==> config.mk <==
export PLATFORM = sky130hd
export DESIGN_NAME = key_autorepeat_poller
export DESIGN_NICKNAME = d
export VERILOG_FILES = /design/src/rtl/kap_pkg.sv /design/src/rtl/key_autorepeat_poller.sv /design/src/rtl/kap_cfg_regs.sv /design/src/rtl/kap_eval.sv
export SDC_FILE = /design/constraint.sdc
export NUM_CORES = 1
export LEC_CHECK = 0
export ABC_CLOCK_PERIOD_IN_PS = 9000
export BUFFER_PORTS_ARGS = -buffer_cell sky130_fd_sc_hd__buf_2
export CORE_ASPECT_RATIO = 0.7
export CORE_MARGIN = 4
export CORE_UTILIZATION = 30
export DETAILED_ROUTE_END_ITERATION = 6
export MAX_ROUTING_LAYER = met4
export SYNTH_ARGS = -nofsm -noshare
export SYNTH_HDL_FRONTEND = slang
export SYNTH_HIERARCHICAL = 1
export SYNTH_SLANG_ARGS = --single-unit
==> constraint.sdc <==
create_clock -name clk -period 9 [get_ports clk]
set_clock_uncertainty 0.15 [all_clocks]
set_input_delay 0.45 -clock clk [delete_from_list [all_inputs] [get_ports clk]]
set_output_delay 0.45 -clock clk [all_outputs]
set_load 0.005 [all_outputs]
==> src/rtl/kap_pkg.sv <==
// ----------------------------------------------------------------------------
// kap_pkg
// Shared types and constants for the key auto-repeat poller.
// ----------------------------------------------------------------------------
package kap_pkg;

  localparam int unsigned TimeW = 32;
  localparam int unsigned CntW  = 8;
  localparam int unsigned CfgIdxW = 2;

  // register reset values
  localparam logic             ActiveLevelRst  = 1'b0;
  localparam logic [TimeW-1:0] PollIntervalRst = 32'd10000;
  localparam logic [TimeW-1:0] RepeatStartRst  = 32'd500000;
  localparam logic [TimeW-1:0] RepeatWorkRst   = 32'd100000;

  typedef enum logic [CfgIdxW-1:0] {
    CFG_ACTIVE_LEVEL  = 2'd0,
    CFG_POLL_INTERVAL = 2'd1,
    CFG_REPEAT_START  = 2'd2,
    CFG_REPEAT_WORK   = 2'd3
  } kap_cfg_idx_t;

  typedef enum logic [2:0] {
    EV_NOKEY  = 3'd0,
    EV_FRONT  = 3'd1,
    EV_REPEAT = 3'd2,
    EV_HELD   = 3'd3,
    EV_REAR   = 3'd4
  } kap_event_t;

  typedef struct packed {
    logic             pin_level;
    logic [TimeW-1:0] now_us;
  } kap_in_t;

  typedef struct packed {
    kap_event_t       key_event;
    logic             key_down;
    logic [CntW-1:0]  repeat_total;
  } kap_out_t;

  typedef struct packed {
    logic             active_level;
    logic [TimeW-1:0] poll_interval_us;
    logic [TimeW-1:0] repeat_start_us;
    logic [TimeW-1:0] repeat_work_us;
  } kap_cfg_t;

endpackage

==> src/rtl/key_autorepeat_poller.sv <==
// ----------------------------------------------------------------------------
// key_autorepeat_poller
// Typematic key evaluator with poll gating and auto-repeat timing.
// ----------------------------------------------------------------------------
// Takes one pin sample with its microsecond timestamp per clock, unless held by
// back-pressure, and returns exactly one result per sample. A sample sits in an
// input register, is evaluated by one subtract-and-compare stage against the
// repeat state, and its result lands in an output register. Sustained rate is
// one item per cycle while out_ready stays high; the single evaluation stage
// that updates the repeat state sets that figure. Configuration must be written
// only while the block is idle; the block itself does not enforce this.
module key_autorepeat_poller (
  input  logic                        clk,
  input  logic                        rst_n,
  input  logic                        in_valid,
  output logic                        in_ready,
  input  kap_pkg::kap_in_t            in_item,
  output logic                        out_valid,
  input  logic                        out_ready,
  output kap_pkg::kap_out_t           out_item,
  input  logic                        cfg_we,
  input  logic [kap_pkg::CfgIdxW-1:0] cfg_index,
  input  logic [kap_pkg::TimeW-1:0]   cfg_wdata
);
  import kap_pkg::*;

  kap_cfg_t cfg;
  kap_out_t result;

  logic     s1_valid_r, s1_valid_nxt;
  kap_in_t  s1_item_r;
  logic     out_valid_r, out_valid_nxt;
  kap_out_t out_item_r;

  logic     out_free;
  logic     s1_adv;
  logic     in_fire;

  assign out_free = !out_valid_r || out_ready;
  assign s1_adv   = s1_valid_r && out_free;
  assign in_ready = !s1_valid_r || out_free;
  assign in_fire  = in_valid && in_ready;

  assign s1_valid_nxt  = in_fire || (s1_valid_r && !s1_adv);
  assign out_valid_nxt = s1_adv || (out_valid_r && !out_ready);

  kap_cfg_regs u_cfg (
    .clk      (clk),
    .rst_n    (rst_n),
    .cfg_we   (cfg_we),
    .cfg_index(cfg_index),
    .cfg_wdata(cfg_wdata),
    .cfg      (cfg)
  );

  kap_eval u_eval (
    .clk    (clk),
    .rst_n  (rst_n),
    .advance(s1_adv),
    .item   (s1_item_r),
    .cfg    (cfg),
    .result (result)
  );

  always_ff @(posedge clk) begin
    if (!rst_n) begin
      s1_valid_r  <= 1'b0;
      out_valid_r <= 1'b0;
    end else begin
      s1_valid_r  <= s1_valid_nxt;
      out_valid_r <= out_valid_nxt;
    end
  end

  always_ff @(posedge clk) begin
    if (in_fire) begin
      s1_item_r <= in_item;
    end
    if (s1_adv) begin
      out_item_r <= result;
    end
  end

  assign out_valid = out_valid_r;
  assign out_item  = out_item_r;

endmodule

==> src/rtl/kap_cfg_regs.sv <==
// ----------------------------------------------------------------------------
// kap_cfg_regs
// Configuration register file, written through a plain write port.
// ----------------------------------------------------------------------------
module kap_cfg_regs (
  input  logic                        clk,
  input  logic                        rst_n,
  input  logic                        cfg_we,
  input  logic [kap_pkg::CfgIdxW-1:0] cfg_index,
  input  logic [kap_pkg::TimeW-1:0]   cfg_wdata,
  output kap_pkg::kap_cfg_t           cfg
);
  import kap_pkg::*;

  kap_cfg_t cfg_r, cfg_nxt;

  always_comb begin
    cfg_nxt = cfg_r;
    if (cfg_we) begin
      case (kap_cfg_idx_t'(cfg_index))
        CFG_ACTIVE_LEVEL:  cfg_nxt.active_level     = cfg_wdata[0];
        CFG_POLL_INTERVAL: cfg_nxt.poll_interval_us = cfg_wdata;
        CFG_REPEAT_START:  cfg_nxt.repeat_start_us  = cfg_wdata;
        CFG_REPEAT_WORK:   cfg_nxt.repeat_work_us   = cfg_wdata;
        default:           cfg_nxt = cfg_r;
      endcase
    end
  end

  always_ff @(posedge clk) begin
    if (!rst_n) begin
      cfg_r.active_level     <= ActiveLevelRst;
      cfg_r.poll_interval_us <= PollIntervalRst;
      cfg_r.repeat_start_us  <= RepeatStartRst;
      cfg_r.repeat_work_us   <= RepeatWorkRst;
    end else begin
      cfg_r <= cfg_nxt;
    end
  end

  assign cfg = cfg_r;

endmodule

==> src/rtl/kap_eval.sv <==
// ----------------------------------------------------------------------------
// kap_eval
// Poll gating, key classification and repeat timing state.
// ----------------------------------------------------------------------------
module kap_eval (
  input  logic              clk,
  input  logic              rst_n,
  input  logic              advance,
  input  kap_pkg::kap_in_t  item,
  input  kap_pkg::kap_cfg_t cfg,
  output kap_pkg::kap_out_t result
);
  import kap_pkg::*;

  logic [TimeW-1:0] last_poll_r, last_poll_nxt;
  logic [TimeW-1:0] slot_time_r, slot_time_nxt;
  logic [TimeW-1:0] delay_r, delay_nxt;
  logic             armed_r, armed_nxt;
  logic             pressed_r, pressed_nxt;
  logic [CntW-1:0]  count_r, count_nxt;

  logic [TimeW-1:0] poll_elapsed;
  logic [TimeW-1:0] hold_elapsed;
  logic             poll_early;
  logic             key_on;
  kap_event_t       ev;

  // wrapping differences
  assign poll_elapsed = item.now_us - last_poll_r;
  assign hold_elapsed = item.now_us - slot_time_r;
  assign poll_early   = poll_elapsed < cfg.poll_interval_us;
  assign key_on       = item.pin_level == cfg.active_level;

  always_comb begin
    last_poll_nxt = last_poll_r;
    slot_time_nxt = slot_time_r;
    delay_nxt     = delay_r;
    armed_nxt     = armed_r;
    pressed_nxt   = pressed_r;
    count_nxt     = count_r;
    ev            = EV_NOKEY;
    if (!poll_early) begin
      last_poll_nxt = item.now_us;
      if (!key_on) begin
        pressed_nxt = 1'b0;
        if (armed_r) begin
          armed_nxt = 1'b0;
          ev        = EV_REAR;
        end
      end else begin
        pressed_nxt = 1'b1;
        if (!armed_r) begin
          slot_time_nxt = item.now_us;
          delay_nxt     = cfg.repeat_start_us;
          armed_nxt     = 1'b1;
          count_nxt     = '0;
          ev            = EV_FRONT;
        end else if (hold_elapsed > delay_r) begin
          slot_time_nxt = item.now_us;
          delay_nxt     = cfg.repeat_work_us;
          count_nxt     = count_r + CntW'(1);
          ev            = EV_REPEAT;
        end else begin
          ev = EV_HELD;
        end
      end
    end
  end

  always_ff @(posedge clk) begin
    if (!rst_n) begin
      last_poll_r <= '0;
      slot_time_r <= '0;
      delay_r     <= '0;
      armed_r     <= 1'b0;
      pressed_r   <= 1'b0;
      count_r     <= '0;
    end else if (advance) begin
      last_poll_r <= last_poll_nxt;
      slot_time_r <= slot_time_nxt;
      delay_r     <= delay_nxt;
      armed_r     <= armed_nxt;
      pressed_r   <= pressed_nxt;
      count_r     <= count_nxt;
    end
  end

  assign result.key_event    = ev;
  assign result.key_down     = pressed_nxt;
  assign result.repeat_total = count_nxt;

endmodule

==> reports/summary.txt <==
status: completed
Final TNS setup: 0 ns
# rows: 66
worst path required time: 9.28 ns
Setup WS pre-CTS: 2.693 ns
Wirelength per Cell: 15.48 um
Remaining Overflow, GRT: 0
share of the synthesized area in the top cell type: 28.48%
Longest Clk Path Bufs: 3
GRT Util Overall: 13.96%
final WL: 35,430 um
top cells by area, synth: dfxtp_1, ha_1, mux2i_1
Crit Path Max Fanout: 68
Min Hold Slack: 0.03778 ns
Max Transition Viols Final: 0
fin crit share: 73.49%
Initial Utilization: 30.67%
CP Launch Type: flip-flop
WP buf/inv: 3
LEAKAGE: 6.554 nW
Nets: 1,857
Initial DRC Count: 626
largest net degree at the start of global routing: 72
Slew @ Worst Pin: 1.187 ns
Levels on crit path: 23
endpoints failing setup: 0
gpl congestion: 0.8570
relative slew slack: 20.87%
Synth Register Bits: 250
Arr. time, crit path: 6.90 ns
cell area power density: 190.3 mW/mm^2
Hold Violations, Final: 0
Post-synth EDFFs: 45
Vias/cell: 4.894
Netlist cell types: 78
worst skew pair latency: 0.55 ns
reg2reg path depth: 23
Core Region: 0.04699 mm^2
max cap viols: 0
asr flop ratio synth: 0%
crit-path cells: inv_1 -> ha_1 -> inv_1 -> fa_1 -> a211oi_2 -> nor2_1 -> o31ai_2 -> a21oi_1 -> nor3_1 -> o21ai_1 -> a41o_1 -> o41a_1 -> xor2_1 -> ha_1 -> nand4_1 -> o221ai_1 -> a211oi_1 -> nand3_1 -> nand3_1 -> a21oi_4 -> buf_4 -> nor2_1 -> a211oi_1
area leader, netlist: dfxtp_1
Port Buf Inserts: 85
CTS sink cnt: 250
die footprint: 0.05166 mm^2
placed cells: 2,202
die width: 270.0 um
Pre-Repair DR Iteration Count: 5
Syn Area/Cell: 9.162 um^2
I/O pin cnt: 86
synth-to-layout area growth: 14.66%
kind of critical path: flip-flop to flip-flop
yosys warns: 6
CP max stage delay: 0.68 ns
Synth Flop Type: dfxtp_1
CTS Root Cell: clkbuf_16
Synth Instances: 1,573
vias: 11,203
Die Ht: 191.4 um
Peak Freq: 151.2 MHz
initial antenna violation count: 0
Net Count, Synth: 1,773
Filler cells: 4,758
RSZ-0062 raised after global routing: false
final cell count without fillers: 2,289
Worst-path clk slew: 0.07 ns
first-pass GRT wire length: 57,730 um
hold depth: 3
vias in the first global route: 10,999
clock buffer count from CTS: 26
Total Power: 3.145 mW
peak supply drop: 0.1711 mV
HP Class: input port to flip-flop
post-synthesis sequential area ratio: 37.85%
drt drc: 0
most frequent cell after synthesis: dfxtp_1
PnR worst setup slack: 2.386 ns
Tmin final: 6.614 ns
cell family with most CP delay: compound AO/OA/AOI/OAI gates
share of layout cells above drive strength 1: 9.839%
DP HPWL: 26,200 um
Antenna Cells: 0
ANT nets after route: 0
commonest cells in the synthesized netlist: dfxtp_1, nand2_1, mux2i_1
htree depth: 1
Post-Syn Area: 0.01441 mm^2
CP Capture Type: flip-flop
TritonCTS clock tree: done
slowest stage cell, crit path: o221ai_1
through the flow:
stage	cell area (um^2)	util (%)
after floorplan	14410	-
final	16520	35.17
after CTS	16520	35.17
after global placement	15260	32.49
after global routing	16520	35.17
after detailed placement	15260	32.49
kinds of logic (layout without fill, tap and decap cells):
kind of cell	after synthesis	in the layout	share of synthesized area (%)
adders and majority gates	128	128	11.22
xor gates and xnor gates	58	58	3.525
AOI/OAI and AO/OA	325	325	15.88
buffers and inverters	225	329	6.937
and+or+nand+nor	430	430	13.68
DFF	250	250	37.85
muxes	157	157	10.90
path summary, 6_finish.rpt:
| path | end | startpoint | slack, ns |
|---|---|---|---|
| worst min-delay path | u_cfg/cfg[80] | cfg_wdata[16] | 0.04 |
| worst min register to register | u_cfg/cfg[90] | u_cfg/cfg[90] | 0.30 |
| worst max-delay path | u_eval/delay_r[22] | s1_item_r[0] | 2.39 |
| worst max register to register | u_eval/delay_r[22] | s1_item_r[0] | 2.39 |
worst reg2reg max path: stages, from the launching register on:
cell and delay (ns):
edfxtp_1 0.41, inv_1 0.10, ha_1 0.18, inv_1 0.06, fa_1 0.43, a211oi_2 0.21, nor2_1 0.11, o31ai_2 0.30
a21oi_1 0.20, nor3_1 0.24, o21ai_1 0.15, a41o_1 0.27, o41a_1 0.33, xor2_1 0.16, ha_1 0.30, nand4_1 0.13
o221ai_1 0.68, a211oi_1 0.21, nand3_1 0.26, nand3_1 0.42, a21oi_4 0.26, buf_4 0.55, nor2_1 0.16, a211oi_1 0.25
flip-flops by register name, summed over array words and instances, names as in the netlist:
register	flops
u_eval/armed_r	1
u_eval/slot_time_r	32
u_cfg/cfg	97
s1_item_r	33
s1_valid_r	1
out_valid	1
u_eval/delay_r	32
u_eval/pressed_r	1
out_item	12
u_eval/last_poll_r	32
u_eval/count_r	8
area by class of cell:
type	instances	area, um^2	share of cell area [%]
Inverter	147	551.8	3.339
Clock inverter	8	52.55	0.3180
Multi-Input combinational cell	1098	7988	48.34
Timing Repair Buffer	134	893.4	5.406
Tap cell	612	765.7	4.634
Clock buffer	40	817.0	4.944
Sequential cell	250	5456	33.02
routing by layer:
metal	track usage, %	part of all wire (%)	up-vias
met5	-	0	-
met4	2.686	1.8	0
met3	2.221	3.8	45
met1	18.08	47	5286
li1	-	-	5690
met2	23.37	47	182
power breakdown:
| part | internal [mW] | total (mW) | switching, mW | leakage [nW] |
|---|---|---|---|---|
| Combinational | 0.335 | 0.803 | 0.468 | 4.02 |
| Clock | 0.629 | 1.10 | 0.470 | 0.426 |
| Sequential | 1.21 | 1.24 | 0.0379 | 2.10 |
| Total | 2.17 | 3.15 | 0.975 | 6.55 |
layout by cell type, fill, tap and decap left out, types with 31 or more instances in the layout:
| cell type | netlist | routed |
|---|---|---|
| a21o_1 | 37 | 37 |
| a211oi_1 | 40 | 40 |
| o31ai_1 | 32 | 32 |
| xnor2_1 | 44 | 44 |
| nand2_1 | 162 | 162 |
| nor2_1 | 117 | 117 |
| mux2i_1 | 157 | 157 |
| edfxtp_1 | 45 | 45 |
| inv_1 | 147 | 146 |
| o21ai_0 | 31 | 31 |
| buf_2 | 20 | 84 |
| dfxtp_1 | 205 | 204 |
| nand3_1 | 56 | 55 |
| dlygate4sd3_1 | 0 | 39 |
| a21oi_1 | 78 | 76 |
| ha_1 | 126 | 126 |
timing repair:
action                                 in CTS  in global routing
setup buffers                               0                  0
hold buffers                               39                  0
resized for setup                           0                  0
endpoints found under the hold margin      39                  0
Note: power is estimated with default switching activity, not from simulation.
